===== config.mk =====
export PLATFORM = sky130hd
export DESIGN_NAME = i2c_master_bit_sequencer
export DESIGN_NICKNAME = d
export VERILOG_FILES = /design/src/hw/rtl/i2cm_pkg.sv /design/src/hw/rtl/i2cm_in_stage.sv /design/src/hw/rtl/i2cm_phase_engine.sv /design/src/hw/rtl/i2cm_out_stage.sv /design/src/hw/rtl/i2c_master_bit_sequencer.sv
export VERILOG_INCLUDE_DIRS = /design/src /design/src/hw/rtl
export SDC_FILE = /design/constraint.sdc
export NUM_CORES = 1
export LEC_CHECK = 0
export ABC_CLOCK_PERIOD_IN_PS = 7800
export BUFFER_PORTS_ARGS = -buffer_cell sky130_fd_sc_hd__buf_2
export CORE_MARGIN = 2
export CORE_UTILIZATION = 45
export DETAILED_ROUTE_END_ITERATION = 7
export PLACE_DENSITY = 0.72
export SLEW_MARGIN = 40
export SYNTH_ARGS = -nofsm -noshare
export SYNTH_HDL_FRONTEND = slang
export SYNTH_SLANG_ARGS = --single-unit

===== constraint.sdc =====
create_clock -name clk -period 7.8 [get_ports clk]
set_input_delay 1.56 -clock clk [delete_from_list [all_inputs] [get_ports clk]]
set_output_delay 1.56 -clock clk [all_outputs]
set_load 0.05 [all_outputs]

===== src/hw/rtl/assert_macros.svh =====
// assertion helpers shared by the rtl
`ifndef ASSERT_MACROS_SVH
`define ASSERT_MACROS_SVH

// checked on every clock edge, silent while reset is held
`define ASSERT_RST(lbl, prop, msg) \
  lbl: assert property (@(posedge clk) disable iff (!rst_n) prop) else $error(msg);

// checked on every clock edge, reset included
`define ASSERT_ALWAYS(lbl, prop, msg) \
  lbl: assert property (@(posedge clk) prop) else $error(msg);

`endif


===== src/hw/rtl/i2cm_pkg.sv =====
`default_nettype none
package i2cm_pkg;

  localparam int BYTE_BITS   = 8;
  localparam int LIMIT_W     = 15;
  localparam int WAIT_W      = 16;
  localparam int BITS_W      = 4;

  localparam logic [LIMIT_W-1:0] LIMIT_RESET = LIMIT_W'(1000);
  localparam logic [BITS_W-1:0]  BITS_FULL   = BITS_W'(BYTE_BITS);

  // command / operation codes
  localparam logic [2:0] OP_IDLE  = 3'd0;
  localparam logic [2:0] OP_START = 3'd1;
  localparam logic [2:0] OP_STOP  = 3'd2;
  localparam logic [2:0] OP_WRITE = 3'd3;
  localparam logic [2:0] OP_READ  = 3'd4;
  localparam logic [2:0] OP_WAIT  = 3'd5;

  // phase numbers within an operation
  localparam logic [2:0] PH_0 = 3'd0;
  localparam logic [2:0] PH_1 = 3'd1;
  localparam logic [2:0] PH_2 = 3'd2;
  localparam logic [2:0] PH_3 = 3'd3;
  localparam logic [2:0] PH_4 = 3'd4;
  localparam logic [2:0] PH_5 = 3'd5;
  localparam logic [2:0] PH_6 = 3'd6;
  localparam logic [2:0] PH_7 = 3'd7;

  typedef struct packed {
    logic [2:0]           cmd;
    logic [BYTE_BITS-1:0] write_byte;
    logic                 send_ack;
    logic                 sda_sample;
  } item_t;

  typedef struct packed {
    logic                 scl_level;
    logic                 sda_level;
    logic                 sda_drive;
    logic                 busy_res;
    logic                 done_res;
    logic [BYTE_BITS-1:0] read_byte;
    logic                 ack_missing;
  } result_t;

  typedef struct packed {
    logic [2:0]           op;
    logic [2:0]           phase;
    logic [BITS_W-1:0]    bits_left;
    logic [BYTE_BITS-1:0] shift_byte;
    logic [WAIT_W-1:0]    wait_count;
    logic                 ack_choice;
    logic                 scl;
    logic                 sda;
    logic                 drv;
    logic [BYTE_BITS-1:0] last_read;
    logic                 stop_fail;
  } seq_state_t;

endpackage
`default_nettype wire


===== src/hw/rtl/i2cm_in_stage.sv =====
`default_nettype none
module i2cm_in_stage import i2cm_pkg::*; (
  input  wire logic  clk,
  input  wire logic  rst_n,
  input  wire logic  in_valid,
  output logic       in_stall,
  input  wire item_t in_item,
  input  wire logic  step,
  output logic       item_valid,
  output item_t      item
);

  logic  valid_r;
  item_t item_r;

  // holds the item until the engine takes it
  assign in_stall   = valid_r && !step;
  assign item_valid = valid_r;
  assign item       = item_r;

  always_ff @(posedge clk) begin
    if (!rst_n) begin
      valid_r <= 1'b0;
    end else if (in_valid && !in_stall) begin
      valid_r <= 1'b1;
    end else if (step) begin
      valid_r <= 1'b0;
    end
  end

  always_ff @(posedge clk) begin
    if (in_valid && !in_stall) begin
      item_r <= in_item;
    end
  end

endmodule
`default_nettype wire


===== src/hw/rtl/i2cm_phase_engine.sv =====
`default_nettype none
module i2cm_phase_engine import i2cm_pkg::*; (
  input  wire logic                clk,
  input  wire logic                rst_n,
  input  wire logic                step,
  input  wire item_t               item,
  input  wire logic                cfg_we,
  input  wire logic [LIMIT_W-1:0]  cfg_data,
  output result_t                  res
);

  seq_state_t         st_r, st_nxt;
  logic [LIMIT_W-1:0] limit_r;
  logic               done;
  logic               missing;
  logic [BITS_W-1:0]  bits_dec;
  logic [WAIT_W-1:0]  wait_inc;

  always_comb begin
    st_nxt   = st_r;
    done     = 1'b0;
    missing  = 1'b0;
    bits_dec = '0;
    wait_inc = '0;

    // launch a new command only when idle
    if (st_r.op == OP_IDLE && item.cmd >= OP_START && item.cmd <= OP_WAIT) begin
      st_nxt.op        = item.cmd;
      st_nxt.phase     = PH_0;
      st_nxt.stop_fail = 1'b0;
      if (item.cmd == OP_WRITE) begin
        st_nxt.shift_byte = item.write_byte;
        st_nxt.bits_left  = BITS_FULL;
      end else if (item.cmd == OP_READ) begin
        st_nxt.shift_byte = '0;
        st_nxt.bits_left  = BITS_FULL;
        st_nxt.ack_choice = item.send_ack;
      end else if (item.cmd == OP_WAIT) begin
        st_nxt.wait_count = '0;
      end
    end

    bits_dec = (st_nxt.bits_left != '0) ? st_nxt.bits_left - 1'b1 : st_nxt.bits_left;
    wait_inc = st_nxt.wait_count + 1'b1;

    unique case (st_nxt.op)
      OP_START: begin
        unique case (st_nxt.phase)
          PH_0:    begin st_nxt.sda = 1'b1; st_nxt.phase = PH_1; end
          PH_1:    begin st_nxt.scl = 1'b1; st_nxt.phase = PH_2; end
          PH_2:    begin st_nxt.sda = 1'b0; st_nxt.phase = PH_3; end
          default: begin st_nxt.scl = 1'b0; done = 1'b1; end
        endcase
      end
      OP_STOP: begin
        unique case (st_nxt.phase)
          PH_0: begin
            st_nxt.drv   = 1'b1;
            st_nxt.sda   = 1'b0;
            st_nxt.phase = PH_1;
          end
          PH_1:    begin st_nxt.scl = 1'b0; st_nxt.phase = PH_2; end
          PH_2:    begin st_nxt.sda = 1'b1; st_nxt.phase = PH_3; end
          default: begin
            st_nxt.scl = 1'b1;
            missing    = st_nxt.stop_fail;
            done       = 1'b1;
          end
        endcase
      end
      OP_WRITE: begin
        unique case (st_nxt.phase)
          PH_0: begin
            st_nxt.drv   = 1'b1;
            st_nxt.scl   = 1'b0;
            st_nxt.phase = PH_1;
          end
          PH_1: begin
            st_nxt.sda        = st_nxt.shift_byte[BYTE_BITS-1];
            st_nxt.shift_byte = {st_nxt.shift_byte[BYTE_BITS-2:0], 1'b0};
            st_nxt.phase      = PH_2;
          end
          PH_2: begin st_nxt.scl = 1'b1; st_nxt.phase = PH_3; end
          default: begin
            st_nxt.scl       = 1'b0;
            st_nxt.bits_left = bits_dec;
            if (bits_dec == '0) begin
              done = 1'b1;
            end else begin
              st_nxt.phase = PH_1;
            end
          end
        endcase
      end
      OP_READ: begin
        unique case (st_nxt.phase)
          PH_0: begin st_nxt.drv = 1'b0; st_nxt.phase = PH_1; end
          PH_1: begin st_nxt.scl = 1'b0; st_nxt.phase = PH_2; end
          PH_2: begin
            st_nxt.scl        = 1'b1;
            st_nxt.shift_byte = {st_nxt.shift_byte[BYTE_BITS-2:0], item.sda_sample};
            st_nxt.bits_left  = bits_dec;
            st_nxt.phase      = (bits_dec == '0) ? PH_3 : PH_1;
          end
          PH_3: begin st_nxt.scl = 1'b0; st_nxt.phase = PH_4; end
          PH_4: begin st_nxt.drv = 1'b1; st_nxt.phase = PH_5; end
          PH_5: begin st_nxt.sda = !st_nxt.ack_choice; st_nxt.phase = PH_6; end
          PH_6: begin st_nxt.scl = 1'b1; st_nxt.phase = PH_7; end
          default: begin
            st_nxt.scl       = 1'b0;
            st_nxt.last_read = st_nxt.shift_byte;
            done             = 1'b1;
          end
        endcase
      end
      OP_WAIT: begin
        unique case (st_nxt.phase)
          PH_0: begin st_nxt.drv = 1'b0; st_nxt.phase = PH_1; end
          PH_1: begin st_nxt.sda = 1'b1; st_nxt.phase = PH_2; end
          PH_2: begin st_nxt.scl = 1'b1; st_nxt.phase = PH_3; end
          PH_3: begin
            if (!item.sda_sample) begin
              st_nxt.phase = PH_4;
            end else begin
              st_nxt.wait_count = wait_inc;
              // timeout hands over to a stop sequence
              if (wait_inc > {1'b0, limit_r}) begin
                st_nxt.op        = OP_STOP;
                st_nxt.phase     = PH_0;
                st_nxt.stop_fail = 1'b1;
              end
            end
          end
          default: begin st_nxt.scl = 1'b0; done = 1'b1; end
        endcase
      end
      default: begin
        st_nxt.op = OP_IDLE;
      end
    endcase

    if (done) begin
      st_nxt.op        = OP_IDLE;
      st_nxt.phase     = PH_0;
      st_nxt.stop_fail = 1'b0;
    end

    res.scl_level   = st_nxt.scl;
    res.sda_level   = st_nxt.sda;
    res.sda_drive   = st_nxt.drv;
    res.busy_res    = (st_nxt.op != OP_IDLE);
    res.done_res    = done;
    res.read_byte   = st_nxt.last_read;
    res.ack_missing = missing;
  end

  always_ff @(posedge clk) begin
    if (!rst_n) begin
      st_r.op         <= OP_IDLE;
      st_r.phase      <= PH_0;
      st_r.bits_left  <= '0;
      st_r.shift_byte <= '0;
      st_r.wait_count <= '0;
      st_r.ack_choice <= 1'b0;
      st_r.scl        <= 1'b1;
      st_r.sda        <= 1'b1;
      st_r.drv        <= 1'b1;
      st_r.last_read  <= '0;
      st_r.stop_fail  <= 1'b0;
    end else if (step) begin
      st_r <= st_nxt;
    end
  end

  always_ff @(posedge clk) begin
    if (!rst_n) begin
      limit_r <= LIMIT_RESET;
    end else if (cfg_we) begin
      limit_r <= cfg_data;
    end
  end

endmodule
`default_nettype wire


===== src/hw/rtl/i2cm_out_stage.sv =====
`default_nettype none
module i2cm_out_stage import i2cm_pkg::*; (
  input  wire logic    clk,
  input  wire logic    rst_n,
  input  wire logic    item_valid,
  input  wire result_t res,
  input  wire logic    out_stall,
  output logic         out_valid,
  output result_t      out_res,
  output logic         step
);

  logic    valid_r;
  result_t res_r;

  // engine advances whenever an item is waiting and the result slot is free or draining
  assign step      = item_valid && (!valid_r || !out_stall);
  assign out_valid = valid_r;
  assign out_res   = res_r;

  always_ff @(posedge clk) begin
    if (!rst_n) begin
      valid_r <= 1'b0;
    end else if (step) begin
      valid_r <= 1'b1;
    end else if (!out_stall) begin
      valid_r <= 1'b0;
    end
  end

  always_ff @(posedge clk) begin
    if (step) begin
      res_r <= res;
    end
  end

endmodule
`default_nettype wire


===== src/hw/rtl/i2c_master_bit_sequencer.sv =====
// channel   direction  ports                                          handshake
// in        input      in_cmd in_write_byte in_send_ack in_sda_sample in_valid / in_stall
// out       output     out_scl_level .. out_ack_missing              out_valid / out_stall
// cfg       input      cfg_data (ack timeout limit)                   cfg_we, no wait
//
// one item per cycle sustained while out_stall is low; each item is one bus phase tick
// an item passes the input register, then the phase logic into the result register
// the phase engine state loop, st_r fed back through the phase logic, sets the rate
// synchronous active-low reset: bus lines high and driven, timeout limit 1000
// a stalled result blocks the engine; the input register takes a new item only while empty, then stalls
`default_nettype none
`include "assert_macros.svh"
module i2c_master_bit_sequencer import i2cm_pkg::*; (
  input  wire logic                 clk,
  input  wire logic                 rst_n,
  // input items
  input  wire logic                 in_valid,
  output logic                      in_stall,
  input  wire logic [2:0]           in_cmd,
  input  wire logic [BYTE_BITS-1:0] in_write_byte,
  input  wire logic                 in_send_ack,
  input  wire logic                 in_sda_sample,
  // result items
  output logic                      out_valid,
  input  wire logic                 out_stall,
  output logic                      out_scl_level,
  output logic                      out_sda_level,
  output logic                      out_sda_drive,
  output logic                      out_busy_res,
  output logic                      out_done_res,
  output logic [BYTE_BITS-1:0]      out_read_byte,
  output logic                      out_ack_missing,
  // timeout limit register
  input  wire logic                 cfg_we,
  input  wire logic [LIMIT_W-1:0]   cfg_data
);

  item_t   in_item;
  item_t   item;
  logic    item_valid;
  logic    step;
  result_t res;
  result_t out_res;

  assign in_item.cmd        = in_cmd;
  assign in_item.write_byte = in_write_byte;
  assign in_item.send_ack   = in_send_ack;
  assign in_item.sda_sample = in_sda_sample;

  // input register
  i2cm_in_stage u_in (
    .clk        (clk),
    .rst_n      (rst_n),
    .in_valid   (in_valid),
    .in_stall   (in_stall),
    .in_item    (in_item),
    .step       (step),
    .item_valid (item_valid),
    .item       (item)
  );

  // sequencer state and one phase of bus activity per item
  i2cm_phase_engine u_engine (
    .clk      (clk),
    .rst_n    (rst_n),
    .step     (step),
    .item     (item),
    .cfg_we   (cfg_we),
    .cfg_data (cfg_data),
    .res      (res)
  );

  // result register, decides when the engine may advance
  i2cm_out_stage u_out (
    .clk        (clk),
    .rst_n      (rst_n),
    .item_valid (item_valid),
    .res        (res),
    .out_stall  (out_stall),
    .out_valid  (out_valid),
    .out_res    (out_res),
    .step       (step)
  );

  assign out_scl_level   = out_res.scl_level;
  assign out_sda_level   = out_res.sda_level;
  assign out_sda_drive   = out_res.sda_drive;
  assign out_busy_res    = out_res.busy_res;
  assign out_done_res    = out_res.done_res;
  assign out_read_byte   = out_res.read_byte;
  assign out_ack_missing = out_res.ack_missing;

  // a finished operation leaves the sequencer idle
  `ASSERT_RST(a_done_not_busy, out_valid |-> !(out_done_res && out_busy_res), "done while busy")
  // missing ack is only reported on the closing tick of the forced stop
  `ASSERT_RST(a_missing_on_done, (out_valid && out_ack_missing) |-> out_done_res, "stray ack_missing")
  // a waiting item with a free result slot shows up in the result register in the following cycle
  `ASSERT_RST(a_item_moves, (item_valid && !out_valid) |=> out_valid, "item not advanced")

endmodule
`default_nettype wire

==> metrics.txt, run 1 <==
status complete, no violations; final setup TNS 0 ps; sequential fraction of the synthesis area between 30% and 40%; die area 12900 sq um; post-CTS sizing 0; Final Non-Filler Cells around 820; synth unique cells 70; Syn. warnings 0; setup violators final 0; worst-case vdd ir drop around 0.00013 V; slew margin rel. a little under half; max-cap violations 0; syn avg cell area 8.44 sq um; Final Hold Viols 0; static leakage 0.00234 uW; Post-synth EDFFs 27; f_max between 0.2 and 0.25 GHz; Routed Antenna Nets 0; clk_skew ~12 ps; largest net degree at the start of global routing 38; Port Buffers 48; CP Max Fanout 24; final net count a little over 700; M3 GR Usage 4.89%; via count a little over 5000; share of the synthesized area in the top cell type 23.6%; grt met2 use 34.9%; Synth Area in Simple Gates approximately 21%; Worst Path Required 8040 ps; Longest Clk Path Bufs 2; Cells after Synth between 600 and 700; FF+latch count, synth 91; largest family of logic cells by synthesized area compound AO/OA/AOI/OAI gates; via-per-instance ratio between 6 and 7; mux cell area share after synthesis 5.88%; fill count ~1100; num ports 49; Yosys top cell by area dfxtp_1; drt drc 0; Synth Cell Area ~5400 sq um; vias in the first global route slightly below 5000; hold_buf cts 0; pwr/cell area between 150 and 200 nW/um^2; Slew @ Worst Pin between 700 and 800 ps; Tot Pwr roughly 1100 uW; drt wl/cell between 15 and 20 um; GP Congestion about 1; first-pass GRT wire length around 24 mm; Synthesized Nets 693; Die Width around 110 um; number of DRC markers in iteration 0 between 500 and 600; Std-Cell Rows 40; ys async rst share 0%; Final Critical Period ~5000 ps; crit path capture type flip-flop; GRT met1 Usage about 34%; post-synthesis xor/xnor area fraction approximately 2.6%; # H-tree levels 3; Synth Area in Adders 3.92%; clock latency on the worst-skew pair 350 ps; synth top area cells dfxtp_1 24%, edfxtp_1 15%, a21oi_1 4.6%; fin. max-slew vios 0; Hold Crit Class reg2reg; period utilization between 60% and 70%; TritonCTS Sinks 91; Post-CTS Setup Bufs 0; DP Wirelength about 10 mm; gr ovfl total 0; Root Driver clkbuf_16; gr usage total 23.6%; Core Footprint 11900 sq um; Area Growth Syn to Fin 11.4%; DRT Pass-1 Iters 6; Arrival @ worst endpoint 5230 ps; Worst-path clk slew about 70 ps; initial antenna violation count 0; Register Area 2090 sq um; layout cells sized above 1 12.9%; Placed Cells incl. Taps 803; CP startpoint kind flip-flop; worst setup path class reg2reg; Inserted Diodes 0; Synth Flop Type dfxtp_1; CTS Buf Count 9; final core utilization roughly half; WHS ~470 ps; footprint of the multi-input gates between 3000 and 4000 sq um; busiest layer in global routing met2; Die Ht between 100 and 150 um; Detailed Route WL 14.7 mm; Synth Area in Compound Gates a little under a quarter; RSZ-0062 raised after global routing no; Starting Density a little under half; CTS tree done
-- placed cells by master, fill, tap and decap left out, drive strengths merged, types with 6 or more instances in the layout --
master / instances
a211oi: 7
a21oi: 50
a22o: 12
a22oi: 6
a31oi: 10
and2: 6
buf: 53
clkbuf: 9
dfxtp: 64
edfxtp: 27
ha: 17
inv: 29
mux2: 7
mux2i: 24
nand2: 54
nand3: 20
nand4: 10
nor2: 68
nor3: 20
nor3b: 6
o211ai: 7
o21a: 6
o21ai: 51
o32ai: 6
or3: 6
xnor2: 11
-- per-stage QoR --
step | setup WS, ps | area, sq um
floorplan | 3660 | 5420
global placement | 3200 | 5730
detailed placement | 2910 | 5740
CTS | 2880 | 6040
global route | 2480 | 6040
finish | 2810 | 6040
-- report_power, final --
part / internal [uW] / switching [uW] / leakage, uW
registers: 506 / 17.3 / 0.000781
clock network: 251 / 198 / 0.000150
logic: 55.9 / 113 / 0.00141
-- synthesized netlist by cell type, types with 7 or more instances --
| cell | instances |
|---|---|
| nor2_1 | 66 |
| xnor2_1 | 11 |
| o211ai_1 | 7 |
| inv_1 | 26 |
| edfxtp_1 | 27 |
| o21ai_0 | 33 |
| nor3_1 | 19 |
| a211oi_1 | 7 |
| nand2_1 | 53 |
| a22o_1 | 12 |
| ha_1 | 17 |
| nand3_1 | 20 |
| a21oi_1 | 50 |
| nand4_1 | 10 |
| mux2i_1 | 24 |
| clkbuf_1 | 30 |
| dfxtp_1 | 64 |
| o21ai_1 | 18 |
| mux2_2 | 7 |
| a31oi_1 | 10 |
-- layout make-up --
type | count | area share (%)
inverter | 27 | 1.68
sequential | 91 | 34.6
tap | 147 | 3.04
multi-input combinational | 485 | 51.1
clock inverter | 7 | 1.24
clock buffer | 9 | 3.73
timing repair buffer | 53 | 4.60
-- sequential cells by signal, indices dropped and copies added, names as in the netlist --
| signal | cells |
|---|---|
| u_engine.st_r | 47 |
| u_in.item_valid | 1 |
| u_out.out_res | 14 |
| u_engine.limit_r | 15 |
| u_out.out_valid | 1 |
| u_in.item | 13 |
-- critical path, stage by stage, from the launching register on --
cell,delay (ps)
dfxtp_1,800
nor4b_1,190
nand2_1,510
and2_1,240
ha_1,200
o2111ai_1,310
nor3_1,500
nand2_1,160
xor2_1,170
nor2_1,70
ha_1,200
a2111o_1,410
o41ai_1,670
nand2_1,160
a32o_1,290
-- per-layer routing --
metal,vias up,routed length (um)
li1,2433,-
met1,2389,6680
met2,235,6530
met3,17,1230
met4,0,251
met5,-,0
-- cells by family (layout without fill, tap and decap cells) --
family          after synthesis  in the layout
buf+inv                      67             96
xor+xnor                     16             16
fa+ha+maj                    17             17
flops                        91             91
simple gates                225            225
compound gates              196            196
mux                          31             31
-- path summary, 6_finish.rpt --
kind                          start           endpoint  slack, ps  cells after the start
hold / removal    u_engine.st_r[30]  u_engine.st_r[30]        470                      2
setup reg to reg  u_engine.st_r[45]   u_engine.st_r[0]       2810                     14
setup / recovery  u_engine.st_r[45]   u_engine.st_r[0]       2810                     14
hold reg to reg   u_engine.st_r[30]  u_engine.st_r[30]        470                      2
No activity file was read; power rests on OpenSTA's default activity.
==> inputs of run 2 (changes only) <==
ABC_CLOCK_PERIOD_IN_PS = 4200   (was 7800)
PLACE_DENSITY = 0.75   (was 0.72)
clock period = 4.2 ns   (was 7.8 ns; I/O delays follow)
==> run 2 against run 1 <==
  * Utilization increased by 1.0 points
  * Total power increased by 92%
  * Wire length increased by 5.1%
  * Register-to-register slack got worse by 2300 ps
  * Sequential share of layout area decreased by 0.67 points
  * Die area unchanged
  * Non-clock buffer count increased by 12
  * Hold slack got worse by 5.5 ps
==> metrics.txt, run 2 (synthesis results as in run 1) <==
drt drc 0 (unchanged); Place WS 333 ps (was 2910 ps); CP startpoint kind flip-flop (unchanged); die area 12900 sq um (unchanged); Final Hold Viols 0 (unchanged); DP Wirelength 10.8 mm (was 10.2 mm); hold path start u_engine.st_r[31] (was u_engine.st_r[30]); Inserted Diodes 0 (unchanged); Tot Pwr 2190 uW (was 1140 uW); CTS Buf Count 9 (unchanged); RSZ-0062 raised after global routing no (unchanged); R2R setup slack 460 ps (was 2810 ps); pwr/cell area 355 nW/um^2 (was 189 nW/um^2); largest register by flop count u_engine.st_r (unchanged); Worst Path Required 4430 ps (was 8040 ps); WHS 461 ps (was 467 ps); worst-case vdd ir drop 0.000238 V (was 0.000125 V); Detailed Route WL 15.4 mm (was 14.7 mm); GP Congestion 0.986 (was 0.989); Hold Path Sink u_engine.st_r[31] (was u_engine.st_r[30]); largest net degree at the start of global routing 35 (was 38); vias in the first global route 5095 (was 4813); first-pass GRT wire length 25.3 mm (was 24.4 mm); layout cells sized above 1 14.3% (was 12.9%); gr ovfl total 0 (unchanged); CP Launch Point u_engine.st_r[46] (was u_engine.st_r[45]); Worst Hold Depth 2 (unchanged); Slew @ Worst Pin 743 ps (was 791 ps); Longest Clk Path Bufs 2 (unchanged); final net count 729 (was 717); period utilization 89.0% (was 64.0%); Final Critical Period 3740 ps (was 4990 ps); R2R cell count 14 (unchanged); Hold Crit Class reg2reg (unchanged); Root Driver clkbuf_16 (unchanged); final setup TNS 0 ps (unchanged); CP Max Fanout 4 (was 24); fin. max-slew vios 0 (unchanged); Routed Antenna Nets 0 (unchanged); commonest cells after routing, fill and taps aside 66 x nor2_1, 64 x dfxtp_1, 53 x nand2_1 (unchanged); static leakage 0.00242 uW (was 0.00234 uW); status complete, no violations (unchanged); num ports 49 (unchanged); number of DRC markers in iteration 0 495 (was 555); Arrival @ worst endpoint 3970 ps (was 5230 ps); Die Ht 114 um (unchanged); gr usage total 24.2% (was 23.6%); Largest register FFs 47 (unchanged); Area Growth Syn to Fin 13.7% (was 11.4%); Starting Density 45.5% (unchanged); RR Endpoint u_engine.st_r[0] (unchanged); clock latency on the worst-skew pair 340 ps (was 350 ps); max-cap violations 0 (unchanged); CTS tree done (unchanged); Post-CTS Setup Bufs 0 (unchanged); via count 5153 (was 5074); # H-tree levels 3 (unchanged); initial antenna violation count 0 (unchanged); Std-Cell Rows 40 (unchanged); setup violators final 0 (unchanged); slew margin rel. 50.4% (was 47.0%); Die Width 114 um (unchanged); TritonCTS Sinks 91 (unchanged); worst setup path class reg2reg (unchanged); Port Buffers 48 (unchanged); drt wl/cell 18.6 um (was 17.9 um); Worst-path clk slew 70 ps (about the same); final setup margin 460 ps (was 2810 ps); Core Footprint 11900 sq um (unchanged); f_max 0.267 GHz (was 0.200 GHz); clk_skew 12.5 ps (was 11.5 ps); via-per-instance ratio 6.20 (about the same); commonest non-fill, non-tap cell in the layout nor2_1 (unchanged); crit path capture type flip-flop (unchanged); DRT Pass-1 Iters 5 (was 6); r2r startpoint u_engine.st_r[46] (was u_engine.st_r[45])
## run 2: where the power goes
| group | internal, uW | switching (uW) | total [uW] |
|---|---|---|---|
| combinational | 110 | 224 | 333 |
| clock | 526 | 367 | 893 |
| sequential | 940 | 21.8 | 961 |
| total | 1580 | 613 | 2190 |
## run 2: metrics by stage
stage / instance area, sq um / instances / util (%)
global placement: 5820 / 815 / 48.8
global route: 6160 / 831 / 51.8
CTS: 6150 / 831 / 51.6
detailed placement: 5820 / 815 / 48.9
floorplan: 5420 / 643 / -
finish: 6160 / 831 / 51.8
## run 2: how the worst max path moves through the flow
| stage | end | slack (ps) |
|---|---|---|
| after floorplan | u_engine.st_r[0] | 60 |
| after global routing | u_engine.st_r[0] | 210 |
| after global placement | u_engine.st_r[0] | 490 |
| after detailed placement | u_engine.st_r[0] | 330 |
| final | u_engine.st_r[0] | 460 |
| after CTS | u_engine.st_r[0] | 290 |
## run 2: area by class of cell
| type | count | area [sq um] |
|---|---|---|
| clock buffers | 9 | 225 |
| clock inverters | 7 | 98.8 |
| fillers | 1120 | 5750 |
| inverters | 27 | 101 |
| multi-input cells | 485 | 3100 |
| flip-flops and latches | 91 | 2090 |
| well taps | 147 | 184 |
| repair buffers | 65 | 368 |
## run 2: what timing repair did
action	4_1_cts	5_1_grt
gates resized for setup	0	1
hold buffers	0	0
endpoints found under the setup margin	0	3
## run 2: worst max-delay path, cell delays in order, from the launching register on
cell	delay, ps
dfxtp_1	320
nor4b_1	580
nand2_1	210
and2_1	220
ha_1	220
o2111ai_1	110
nor3_1	140
nand2_1	110
xor2_1	150
nor2_1	70
ha_1	230
a2111o_1	440
o41ai_2	430
nand2_1	130
a32o_1	270
## run 2: metal layers
layer  share of wire (%)  vias up  routed length (um)  track usage, %
met4                 2.2        0                 335            8.46
met5                   0        -                   0               0
met3                 7.1       29                1100            4.20
met2                  45      234                6930            37.6
met1                  46     2433                7070            34.0
li1                    -     2457                   -               -
